File: src/rtl/mcd_pkg.sv
// shared types, codes and constant tables for the multibyte character decoder
// no dependencies; imported by every module of the block
package mcd_pkg;

  // coding mode register codes (code 3 behaves like raw bytes)
  localparam logic [1:0] MODE_RAW  = 2'd0;
  localparam logic [1:0] MODE_UTF8 = 2'd1;
  localparam logic [1:0] MODE_GB   = 2'd2;
  localparam logic [1:0] MODE_RESET = MODE_UTF8;

  localparam int CODE_W  = 31;
  localparam int BYTES_W = 3;

  // gb2312 byte window
  localparam logic [7:0] GB_LOW  = 8'hA1;
  localparam logic [7:0] GB_HIGH = 8'hFE;

  // result queue geometry (depth is a power of two, pointers wrap naturally)
  localparam int QUEUE_DEPTH = 4;
  localparam int QPTR_W      = 2;
  localparam int QCNT_W      = 3;

  // one result beat
  typedef struct packed {
    logic [CODE_W-1:0] code;
    logic              eot;
    logic              last;
  } mcd_res_t;

  // decoder outcome for one byte
  typedef struct packed {
    logic [1:0]         count;
    mcd_res_t           res0;
    mcd_res_t           res1;
    logic [CODE_W-1:0]  pend_value;
    logic [BYTES_W-1:0] pend_bytes;
  } mcd_dec_t;

  // bits of the held value kept before the next 6-bit shift
  function automatic logic [24:0] keep_mask(input logic [BYTES_W-1:0] nbytes);
    logic [24:0] m;
    case (nbytes)
      3'd1:    m = 25'h000003f;
      3'd2:    m = 25'h00007ff;
      3'd3:    m = 25'h000ffff;
      3'd4:    m = 25'h01fffff;
      3'd5:    m = 25'h1ffffff;
      default: m = 25'h0000000;
    endcase
    return m;
  endfunction

  // marker bit that says another continuation byte may follow
  function automatic logic [CODE_W-1:0] more_bit(input logic [BYTES_W-1:0] nbytes);
    logic [CODE_W-1:0] m;
    case (nbytes)
      3'd2:    m = 31'h00000800;
      3'd3:    m = 31'h00010000;
      3'd4:    m = 31'h00200000;
      3'd5:    m = 31'h04000000;
      default: m = 31'h00000000;
    endcase
    return m;
  endfunction

endpackage

File: src/rtl/mcd_decode.sv
// per-byte decode: combines the incoming byte with the pending character
// depends on mcd_pkg
module mcd_decode (
  input  logic [7:0]                  text_byte,
  input  logic [1:0]                  mode,
  input  logic [mcd_pkg::CODE_W-1:0]  pend_value,
  input  logic [mcd_pkg::BYTES_W-1:0] pend_bytes,
  output mcd_pkg::mcd_dec_t           dec
);
  import mcd_pkg::*;

  logic [CODE_W-1:0]  ext_value;
  logic [BYTES_W-1:0] ext_bytes;
  logic               is_cont;
  logic               is_lead;
  logic               is_gb;

  // continuation candidate and byte classes
  always_comb begin
    ext_value = {pend_value[24:0] & keep_mask(pend_bytes), text_byte[5:0]};
    ext_bytes = pend_bytes + 3'd1;
    is_cont   = (text_byte[7:6] == 2'b10);
    is_lead   = (text_byte[7:6] == 2'b11);
    is_gb     = (text_byte >= GB_LOW) && (text_byte <= GB_HIGH);
  end

  // decode decision
  always_comb begin
    logic done;
    done = 1'b0;
    dec = '0;
    dec.pend_value = pend_value;
    dec.pend_bytes = pend_bytes;

    if (pend_bytes != 3'd0) begin
      if (mode == MODE_UTF8 && is_cont && pend_bytes <= 3'd5) begin
        done = 1'b1;
        if (ext_bytes <= 3'd5 && (ext_value & more_bit(ext_bytes)) != '0) begin
          // still room for another continuation byte
          dec.pend_value = ext_value;
          dec.pend_bytes = ext_bytes;
        end else begin
          dec.pend_value = '0;
          dec.pend_bytes = '0;
          dec.count      = 2'd1;
          dec.res0.code  = ext_value;
        end
      end else if (mode == MODE_GB && pend_bytes == 3'd1 && is_gb) begin
        done = 1'b1;
        dec.pend_value = '0;
        dec.pend_bytes = '0;
        dec.count      = 2'd1;
        dec.res0.code  = {15'd0, pend_value[7:0], text_byte};
      end else begin
        // byte does not fit: flush the pending character first
        dec.pend_value = '0;
        dec.pend_bytes = '0;
        dec.count      = 2'd1;
        dec.res0.code  = pend_value;
      end
    end

    // fresh byte
    if (!done) begin
      if (text_byte == 8'd0) begin
        if (dec.count == 2'd0) begin
          dec.res0.code = '0;
          dec.res0.eot  = 1'b1;
        end else begin
          dec.res1.code = '0;
          dec.res1.eot  = 1'b1;
        end
        dec.count = dec.count + 2'd1;
      end else if ((mode == MODE_UTF8 && is_lead) || (mode == MODE_GB && is_gb)) begin
        dec.pend_value = {23'd0, text_byte};
        dec.pend_bytes = 3'd1;
      end else begin
        if (dec.count == 2'd0) begin
          dec.res0.code = {23'd0, text_byte};
        end else begin
          dec.res1.code = {23'd0, text_byte};
        end
        dec.count = dec.count + 2'd1;
      end
    end

    // mark the final result of this byte
    dec.res0.last = (dec.count == 2'd1);
    dec.res1.last = 1'b1;
  end

endmodule

File: src/rtl/mcd_outq.sv
// result queue: takes up to two result beats per cycle, hands out one
// while out_ready is high; depends on mcd_pkg
module mcd_outq (
  input  logic              clk,
  input  logic              rst,
  input  logic [1:0]        push_count,
  input  mcd_pkg::mcd_res_t push_res0,
  input  mcd_pkg::mcd_res_t push_res1,
  output logic              room,
  output logic              out_valid,
  input  logic              out_ready,
  output mcd_pkg::mcd_res_t out_res
);
  import mcd_pkg::*;

  mcd_res_t            slots [QUEUE_DEPTH];
  logic [QPTR_W-1:0]   wr_ptr;
  logic [QPTR_W-1:0]   rd_ptr;
  logic [QCNT_W-1:0]   count;
  logic [QCNT_W-1:0]   count_next;
  logic                pop;

  assign out_valid = (count != '0);
  assign pop       = out_valid && out_ready;
  assign out_res   = slots[rd_ptr];
  // room for a full two-beat burst
  assign room      = (count <= QCNT_W'(QUEUE_DEPTH - 2));

  assign count_next = count + {1'b0, push_count} - {{(QCNT_W-1){1'b0}}, pop};

  // pointers and fill count
  always_ff @(posedge clk) begin
    if (rst) begin
      wr_ptr <= '0;
      rd_ptr <= '0;
      count  <= '0;
    end else begin
      wr_ptr <= wr_ptr + push_count;
      rd_ptr <= rd_ptr + {{(QPTR_W-1){1'b0}}, pop};
      count  <= count_next;
    end
  end

  // slot writes
  always_ff @(posedge clk) begin
    if (push_count != 2'd0) begin
      slots[wr_ptr] <= push_res0;
    end
    if (push_count == 2'd2) begin
      slots[wr_ptr + 2'd1] <= push_res1;
    end
  end

endmodule

File: src/rtl/multibyte_char_decoder_core.sv
// top level of the multibyte character decoder (raw, utf-8, gb2312)
// depends on mcd_pkg, mcd_decode and mcd_outq
//
//  channel | signals                                    | beat when
//  --------+--------------------------------------------+----------------------
//  input   | in_valid, in_ready, text_byte              | in_valid & in_ready
//  output  | out_valid, out_ready, char_code,           | out_valid & out_ready
//          | end_of_text, last_of_run                   |
//  config  | cfg_we, cfg_wdata (coding_mode)            | cfg_we
//
// a byte is decoded in the cycle it is accepted; its results are written into the
// result queue and leave it at one beat per cycle while out_ready is high
// a byte yields zero, one or two results, so sustained input rate is one byte
// per cycle while each byte gives at most one result, else the output port limits it
// in_ready drops when the four-entry result queue has fewer than two free slots
// reset empties the queue, clears the pending character and selects utf-8
// a config write drops the pending character without emitting it
module multibyte_char_decoder_core (
  input  logic                        clk,
  input  logic                        rst,
  input  logic                        in_valid,
  output logic                        in_ready,
  input  logic [7:0]                  text_byte,
  output logic                        out_valid,
  input  logic                        out_ready,
  output logic [mcd_pkg::CODE_W-1:0]  char_code,
  output logic                        end_of_text,
  output logic                        last_of_run,
  input  logic                        cfg_we,
  input  logic [1:0]                  cfg_wdata
);
  import mcd_pkg::*;

  logic [1:0]         coding_mode;
  logic [CODE_W-1:0]  pend_value;
  logic [BYTES_W-1:0] pend_bytes;
  mcd_dec_t           dec;
  mcd_res_t           out_res;
  logic               room;
  logic               in_beat;
  logic [1:0]         push_count;

  assign in_ready   = room;
  assign in_beat    = in_valid && room;
  assign push_count = in_beat ? dec.count : 2'd0;

  // byte decode
  mcd_decode u_decode (
    .text_byte  (text_byte),
    .mode       (coding_mode),
    .pend_value (pend_value),
    .pend_bytes (pend_bytes),
    .dec        (dec)
  );

  // mode register and pending character
  always_ff @(posedge clk) begin
    if (rst) begin
      coding_mode <= MODE_RESET;
      pend_value  <= '0;
      pend_bytes  <= '0;
    end else if (cfg_we) begin
      coding_mode <= cfg_wdata;
      pend_value  <= '0;
      pend_bytes  <= '0;
    end else if (in_beat) begin
      pend_value  <= dec.pend_value;
      pend_bytes  <= dec.pend_bytes;
    end
  end

  // result queue
  mcd_outq u_outq (
    .clk        (clk),
    .rst        (rst),
    .push_count (push_count),
    .push_res0  (dec.res0),
    .push_res1  (dec.res1),
    .room       (room),
    .out_valid  (out_valid),
    .out_ready  (out_ready),
    .out_res    (out_res)
  );

  assign char_code   = out_res.code;
  assign end_of_text = out_res.eot;
  assign last_of_run = out_res.last;

endmodule

File: config.mk
export PLATFORM = sky130hd
export DESIGN_NAME = multibyte_char_decoder_core
export DESIGN_NICKNAME = d
export VERILOG_FILES = /design/src/rtl/mcd_pkg.sv /design/src/rtl/mcd_decode.sv /design/src/rtl/mcd_outq.sv /design/src/rtl/multibyte_char_decoder_core.sv
export SDC_FILE = /design/constraint.sdc
export NUM_CORES = 1
export LEC_CHECK = 0
export BUFFER_PORTS_ARGS = -buffer_cell sky130_fd_sc_hd__buf_2
export CAP_MARGIN = 40
export CORE_MARGIN = 5
export CORE_UTILIZATION = 36
export CTS_BUF_LIST = sky130_fd_sc_hd__clkbuf_2
export DETAILED_ROUTE_END_ITERATION = 6
export GPL_ROUTABILITY_DRIVEN = 0
export PLACE_DENSITY = 0.57
export SLEW_MARGIN = 20
export SYNTH_ARGS = -nofsm -noshare
export SYNTH_HDL_FRONTEND = slang
export SYNTH_SLANG_ARGS = --single-unit
File: constraint.sdc
create_clock -name clk -period 3.9 [get_ports clk]
set_input_delay 0.585 -clock clk [delete_from_list [all_inputs] [get_ports clk]]
set_output_delay 0.585 -clock clk [all_outputs]
set_load 0.01 [all_outputs]
* Word level (Yosys, flattened, before mapping)
Memory sizes are Yosys's and may differ from the RTL's. A register that Yosys moved wholly into a read port is not among the register bits.
Index checks and enable logic that the tools add are counted.
** Word-level totals
- Memory bits (writable) :: 132
- Output and inout port bits :: 35
- Logic and storage cells :: 89
- Input port bits :: 15
- Bits in registers :: 43
- Memories kept :: 1
** Operators by class
- Mux-type cells :: 35
- Equal/unequal tests :: 15
- Add/sub/neg operators :: 7
- Bitwise logic cells :: 2
- Reductions and logical operators :: 18
- Magnitude comparators :: 5
** Memory list
- u_outq.slots :: words 4, width 33, rd ports 1, clocked after Yosys merged registers in 1, wr ports 2, line mcd_outq.sv:16 : mcd_res_t slots [QUEUE_DEPTH];
** Operators by type and width (number)
- $mux 34 :: 7
- $mux 31 :: 6
- $mux 33 :: 4
- $pmux 25 s5 :: 1
- $pmux 27 s4 :: 1
- $mux 32 :: 3
- $and 31x31->31 :: 1
- $reduce_bool 31->1 :: 1
- $and 25x25->25 :: 1
- $eq 3x2->1 const B :: 4
- $eq 3x3->1 const B :: 4
- $logic_and 1x1->1 :: 10
- $mux 1 :: 10
- $eq 2x2->1 const B :: 4
- $ge 8x8->1 const B :: 1
- $le 8x8->1 const B :: 1
- $logic_not 8->1 :: 1
- $mux 8 :: 1
- $le 3x3->1 const B :: 2
- $reduce_bool 3->1 :: 2
- $add 2x1->2 const B :: 2
- $eq 2x1->1 const B :: 2
- $mux 2 :: 2
- $add 3x1->3 const B :: 1
- other kinds (10) :: 10

* Logic depth before layout (Yosys ltp)
- Depth in word-level cells :: 20
- Depth in mapped cells :: 18

* Modules after synthesis
A second synthesis with hierarchy kept.
** Second synthesis, totals
- Cell total of the unflattened synthesis :: 823
- Area total of the unflattened synthesis :: 10488.8 µm²
** By module, submodules not included
- mcd_outq :: times used 1, cells each 366, area an instance 6859.1 µm²
- mcd_decode :: times used 1, cells each 292, area an instance 1928.1 µm²
- multibyte_char_decoder_core :: times used 1, cells each 165, area an instance 1701.6 µm²

* Worst setup path after synthesis
OpenSTA, ideal clock, no wires.
- Path type :: reg2reg
- From :: register pend_bytes[1]
- To :: register u_outq.count[2]
- Path slack :: 132 ps
- Cell stages (with the launch flop) :: 19
- Required time :: 3772 ps
- Setup time :: 128 ps
- Clock period less this slack :: 3768 ps
- Arrival :: 3640 ps
- Path through :: dfxtp_1 inv_1 ha_1 and2_1 o21ai_0 o21ai_1 o21ai_2 inv_1 ha_1 nor2_1 a22o_1 or3_1 inv_1 ha_1 inv_1 fa_1 xnor2_1 xnor2_1 nor2_1
** On the way
- Word-level cells in the longest chain between the ends :: 18
- Elaborated cells on any way between the ends :: 37
** Ends and longest elaborated chain
- start: declaration :: line multibyte_char_decoder_core.sv:36 : logic [BYTES_W-1:0] pend_bytes;
- start signal: assignment :: line multibyte_char_decoder_core.sv:68 : pend_bytes <= dec.pend_bytes;
- $add 3x1->3 :: line mcd_decode.sv:21 : ext_bytes = pend_bytes + 3'd1;
- $eq 3x3->1 or $eq 3x2->1 (tied branches) :: line mcd_pkg.sv:56 : case (nbytes)
- $pmux 27 s4 :: line mcd_pkg.sv:56
- $mux 31 :: line mcd_decode.sv:36 : if (mode == MODE_UTF8 && is_cont && pend_bytes <= 3'd5) begin
- $mux 31 :: line mcd_decode.sv:35 : if (pend_bytes != 3'd0) begin
- $and 31x31->31 :: line mcd_decode.sv:38 : if (ext_bytes <= 3'd5 && (ext_value & more_bit(ext_bytes)) != '0) begin
- $reduce_bool 31->1 :: line mcd_decode.sv:38
- $logic_and 1x1->1 :: line mcd_decode.sv:38
- [2 not listed]
- $mux 33 :: line mcd_decode.sv:35
- $add 2x1->2 :: line mcd_decode.sv:73, mcd_decode.sv:83
- $mux 33 :: line mcd_decode.sv:74 : end else if ((mode == MODE_UTF8 && is_lead) || (mode == MODE_GB && is_gb)) begin
- $mux 33 :: line mcd_decode.sv:65 : if (text_byte == 8'd0) begin
- $mux 34 (*) :: line mcd_decode.sv:64 : if (!done) begin
- $mux 2 (*) :: line multibyte_char_decoder_core.sv:45 : assign push_count = in_beat ? dec.count : 2'd0;
- $add 3x2->3 (*) :: line mcd_outq.sv:29 : assign count_next = count + {1'b0, push_count} - {{(QCNT_W-1){1'b0}}, pop};
- $sub 3x1->3 (*) :: line mcd_outq.sv:29
- end signal: assignment :: line mcd_outq.sv:40 : count <= count_next;
- end: declaration :: line mcd_outq.sv:19 : logic [QCNT_W-1:0] count;
Mark *: on every way between the ends. The rest lies on a longest branch, timed or not. The select of a mux whose other input is x is not followed.
A chain may end at the register's enable or synchronous reset.

* Final worst setup path
Ends and elaborated chain as after synthesis.

==> report_table.html <==
<table>
<tr><th>Metric</th><th>Value</th></tr>
<tr><th colspan="2">Status</th></tr>
<tr><td>Outcome</td><td>completed</td></tr>
<tr><th colspan="2">GRT</th></tr>
<tr><td>Grt ovf</td><td>0</td></tr>
<tr><td>Via count of the first global-routing pass</td><td>between 6000 and 7000</td></tr>
<tr><td>Met3 layer usage reported by global route</td><td>0.0334</td></tr>
<tr><td>GR met2 Demand/Resource</td><td>0.292</td></tr>
<tr><td>First-pass GRT wire length</td><td>37700 µm</td></tr>
<tr><td>Global routing's busiest layer</td><td>met2</td></tr>
<tr><td>GR Layer Usage met1</td><td>0.261</td></tr>
<tr><td>Maximum number of pins on one net before global-route repair</td><td>30</td></tr>
<tr><td>Initial antenna violation count</td><td>1</td></tr>
<tr><td>Total routing usage reported by global routing</td><td>0.184</td></tr>
<tr><th colspan="2">Power and ir drop</th></tr>
<tr><td>Power Dens Cells</td><td>580 nW/µm²</td></tr>
<tr><td>LEAKAGE</td><td>3.49 nW</td></tr>
<tr><td>VDD IR-drop max</td><td>0.220 mV</td></tr>
<tr><th colspan="2">Floorplanning</th></tr>
<tr><td># rows</td><td>55</td></tr>
<tr><td>Floorplan Core Area</td><td>22600 µm²</td></tr>
<tr><td>Floorplan die height</td><td>161 µm</td></tr>
<tr><td>Num ports</td><td>50</td></tr>
<tr><td>Overall die area</td><td>26000 µm²</td></tr>
<tr><td>Die W</td><td>161 µm</td></tr>
<tr><td>Initial Utilization</td><td>0.365</td></tr>
<tr><th colspan="2">Logic synthesis</th></tr>
<tr><td>Cell accounting for the most synthesized area</td><td>sky130_fd_sc_hd__dfxtp_1</td></tr>
<tr><td>Share of flip-flops with an asynchronous set or reset after synthesis</td><td>0</td></tr>
<tr><td>Cell variety after synth</td><td>between 50 and 60</td></tr>
<tr><td>Top FF cell, synth</td><td>sky130_fd_sc_hd__dfxtp_1</td></tr>
<tr><td>Average instance area after synthesis</td><td>slightly above 9 µm²</td></tr>
<tr><td>Fraction of the yosys area taken by sequential cells</td><td>0.469</td></tr>
<tr><td>Warning count from the yosys run</td><td>0</td></tr>
<tr><td>Post-Syn Instances</td><td>a little under 900</td></tr>
<tr><td>Number of flops mapped to enable cells by yosys</td><td>36</td></tr>
<tr><td>Top cells by area in the synthesized netlist</td><td>sky130_fd_sc_hd__dfxtp_1 34%, sky130_fd_sc_hd__edfxtp_1 13%, sky130_fd_sc_hd__mux4_2 9.0%</td></tr>
<tr><td>Post-Syn Nets</td><td>914</td></tr>
<tr><td>Total of flip-flops plus latches after synthesis</td><td>between 150 and 200</td></tr>
<tr><td>Post-Synthesis Cell Area</td><td>just over 8000 µm²</td></tr>
<tr><td>Fraction of post-synthesis cell area in the top cell type by area</td><td>0.338</td></tr>
<tr><th colspan="2">Placed design</th></tr>
<tr><td>Placed Instances</td><td>1201</td></tr>
<tr><td>Worst slack after detailed placement</td><td>a little under 200 ps</td></tr>
<tr><td>Number of port buffers</td><td>between 40 and 50</td></tr>
<tr><td>Area after DPL</td><td>8950 µm²</td></tr>
<tr><td>HPWL after detailed placement</td><td>16300 µm</td></tr>
<tr><th colspan="2">Clocking</th></tr>
<tr><td>Total clock buffers created by CTS</td><td>17</td></tr>
<tr><td>Clock Pin Slew Worst Setup and Hold Paths</td><td>260 ps</td></tr>
<tr><td>TritonCTS sink count</td><td>175</td></tr>
<tr><td>Number of setup buffers added after CTS</td><td>0</td></tr>
<tr><td>CTS HTree Levels</td><td>4</td></tr>
<tr><td>Clock Path Buffers</td><td>2</td></tr>
<tr><td>Clock root buffer</td><td>sky130_fd_sc_hd__clkbuf_2</td></tr>
<tr><td>Clock Latency Late Sink</td><td>780 ps</td></tr>
<tr><td>Clock tree from TritonCTS</td><td>yes</td></tr>
<tr><th colspan="2">Finish</th></tr>
<tr><td>Syn-to-layout area delta</td><td>12.5%</td></tr>
<tr><td>Total Nets Final</td><td>slightly below 1000</td></tr>
<tr><td>Commonest cells after routing, fill and taps aside</td><td>140 x sky130_fd_sc_hd__nor2_1, 135 x sky130_fd_sc_hd__dfxtp_1, 114 x sky130_fd_sc_hd__nand2_1, 59 x sky130_fd_sc_hd__nor3_1, 49 x sky130_fd_sc_hd__buf_2</td></tr>
<tr><td>Share of final-layout standard cells stronger than drive strength 1</td><td>0.193</td></tr>
<tr><td>Total non-filler cell area in the finished layout</td><td>9270 µm²</td></tr>
<tr><td>Final Instance Count excl. Fillers</td><td>1236</td></tr>
<tr><td>Most frequent standard cell in the layout excluding fill and tap cells</td><td>sky130_fd_sc_hd__nor2_1</td></tr>
<tr><td>Utilization after layout</td><td>0.411</td></tr>
<tr><td>FILL cells</td><td>2237</td></tr>
<tr><th colspan="2">Timing</th></tr>
<tr><td>Final worst clock skew</td><td>30.9 ps</td></tr>
<tr><td>Final setup vio count</td><td>0</td></tr>
<tr><td>Highest achievable clock rate</td><td>0.275 GHz</td></tr>
<tr><td>RSZ-0062 raised after global routing</td><td>no</td></tr>
<tr><td>Slew at the pin closest to its max-slew limit</td><td>851 ps</td></tr>
<tr><td>Crit share post-route</td><td>0.933</td></tr>
<tr><td>Setup TNS</td><td>0 ps</td></tr>
<tr><td>Final hold violations</td><td>0</td></tr>
<tr><td>Shortest clock period the worst path allows after layout</td><td>3640 ps</td></tr>
<tr><td>Worst slew margin</td><td>0.429</td></tr>
<tr><td>Pins Over Slew Limit</td><td>0</td></tr>
<tr><td>Final WS setup</td><td>about 260 ps</td></tr>
<tr><th colspan="2">Route</th></tr>
<tr><td>Count of vias placed by the detailed router</td><td>6866</td></tr>
<tr><td>Detailed Route WL</td><td>approximately 24000 µm</td></tr>
<tr><td>Antenna Violating Nets Remaining</td><td>0</td></tr>
<tr><td>Wire length per cell after detailed routing</td><td>19.2 µm</td></tr>
<tr><td>Router iterations before antenna repair</td><td>5</td></tr>
<tr><td>DRC</td><td>0</td></tr>
<tr><td>Iteration-0 DRC count of the detailed router</td><td>about 570</td></tr>
<tr><td>Ratio of routed vias to standard cells</td><td>5.56</td></tr>
<tr><th colspan="2">Critical path</th></tr>
<tr><td>Capturing element type of the critical path</td><td>register</td></tr>
<tr><td>Data arrival time at the worst-slack endpoint</td><td>4340 ps</td></tr>
<tr><td>Crit path launch type</td><td>register</td></tr>
<tr><td>Delay of the slowest cell on the worst path</td><td>420 ps</td></tr>
<tr><td>Worst path buffer plus inverter count</td><td>4</td></tr>
<tr><td>Dominant delay contributor by cell family on the critical path</td><td>adder cells</td></tr>
<tr><td>Critical-path cell list</td><td>buf_4 -&gt; ha_1 -&gt; ha_1 -&gt; o21ai_0 -&gt; a21o_1 -&gt; o21a_1 -&gt; o21ai_2 -&gt; inv_1 -&gt; ha_1 -&gt; nor2_1 -&gt; a22o_1 -&gt; or3_1 -&gt; inv_2 -&gt; ha_1 -&gt; inv_1 -&gt; fa_1 -&gt; xnor2_1 -&gt; xnor2_1 -&gt; nor2_1</td></tr>
<tr><td>Cell at the slowest stage of the critical path</td><td>sky130_fd_sc_hd__fa_1</td></tr>
<tr><td>Kind of critical path</td><td>reg2reg</td></tr>
<tr><td>Critical path required time</td><td>~4600 ps</td></tr>
<tr><td>Top fanout value on the critical path</td><td>5</td></tr>
<tr><td>Cell repeated most along the worst path</td><td>sky130_fd_sc_hd__ha_1</td></tr>
<tr><th colspan="2">Flow run</th></tr>
<tr><td># Max-Cap Violations</td><td>0</td></tr>
<tr><th colspan="2">Min path</th></tr>
<tr><td>Class of the most critical hold timing path</td><td>in2reg</td></tr>
</table>
-- cell families (layout without fill, tap and decap cells) --
logic type | Yosys count | count (layout) | share of synthesized area
flops | 175 | 175 | 0.469
buf+inv | 76 | 143 | 0.0387
simple gates | 371 | 371 | 0.198
compound gates | 198 | 198 | 0.162
xor+xnor | 5 | 5 | 0.00531
fa+ha+maj | 16 | 16 | 0.0252
other cells | 0 | 1 | 0
mux | 42 | 42 | 0.101
-- synthesized netlist by cell type (all sizes together) (5+ instances only) --
library cell / instances
xnor2: 5
a31oi: 7
or3: 7
mux2i: 8
nor2: 143
nand3: 7
or2: 5
a32o: 9
nor2b: 8
edfxtp: 36
a21oi: 48
inv: 16
and2: 6
ha: 15
buf: 29
o22ai: 33
a211oi: 15
dfxtp: 139
clkbuf: 31
and3: 6
nor3: 61
a22oi: 8
o21ai: 35
a22o: 23
mux4: 33
nand2: 114
-- worst paths after layout --
check	start	depth (start not counted)	slack (ps)	end
setup / recovery	pend_bytes[1]	19	260	u_outq.count[2]
hold / removal	cfg_we	2	70	coding_mode[0]
setup reg to reg	pend_bytes[1]	19	260	u_outq.count[2]
hold reg to reg	u_outq.slots[2][16]	2	470	u_outq.slots[2][16]
-- worst register-to-register path, cell delays in order, from the launching register on --
cell and delay, ps:
sky130_fd_sc_hd__dfxtp_2 390, sky130_fd_sc_hd__buf_4 130, sky130_fd_sc_hd__ha_1 140, sky130_fd_sc_hd__ha_1 150, sky130_fd_sc_hd__o21ai_0 70, sky130_fd_sc_hd__a21o_1 190
sky130_fd_sc_hd__o21a_1 230, sky130_fd_sc_hd__o21ai_2 180, sky130_fd_sc_hd__inv_1 80, sky130_fd_sc_hd__ha_1 290, sky130_fd_sc_hd__nor2_1 50, sky130_fd_sc_hd__a22o_1 210
sky130_fd_sc_hd__or3_1 380, sky130_fd_sc_hd__inv_2 110, sky130_fd_sc_hd__ha_1 140, sky130_fd_sc_hd__inv_1 50, sky130_fd_sc_hd__fa_1 420, sky130_fd_sc_hd__xnor2_1 180
sky130_fd_sc_hd__xnor2_1 140, sky130_fd_sc_hd__nor2_1 50
-- power breakdown --
part / switching (W) / leakage [nW] / total [W] / internal, W
Sequential: 0.000247 / 1.51 / 0.00254 / 0.00229
Combinational: 0.000890 / 1.81 / 0.00174 / 0.000852
Clock: 0.000684 / 0.172 / 0.00109 / 0.000403
Total: 0.00182 / 3.49 / 0.00537 / 0.00355
-- metal layers --
layer,share of wire,vias up
li1,-,3303
met1,0.46,3315
met4,0.015,0
met5,0,-
met2,0.46,218
met3,0.063,30
-- area by class of cell --
class,count,area (µm²),share of cell area
inverters,16,60.1,0.00648
clock inverters,15,198,0.0213
repair buffers,95,608,0.0656
multi-input cells,632,4090,0.441
flip-flops and latches,175,3870,0.417
well taps,285,357,0.0385
clock buffers,17,85.1,0.00918
diodes,1,2.50,0.000270
-- through the flow --
| stage | total power [W] | hold slack, ps |
|---|---|---|
| after detailed placement | 0.00435 | 442 |
| after floorplan | 0.00374 | 425 |
| after global routing | 0.00571 | 26.1 |
| final | 0.00537 | 70.4 |
| after CTS | 0.00543 | 15.3 |
| after global placement | 0.00431 | 434 |
-- sequential cells by signal (all words and copies together) (netlist names) --
| signal | cells |
|---|---|
| u_outq.slots | 132 |
| pend_value | 31 |
| pend_bytes | 3 |
| u_outq.count | 3 |
| coding_mode | 2 |
| u_outq.rd_ptr | 2 |
| u_outq.wr_ptr | 2 |
-- repair_timing --
item | CTS | global route
hold endpoints to repair | 2 | 0
setup endpoints to repair | 0 | 1
gates resized for setup | 0 | 6
hold buffers | 2 | 0
(Power assumes the default switching activity.)
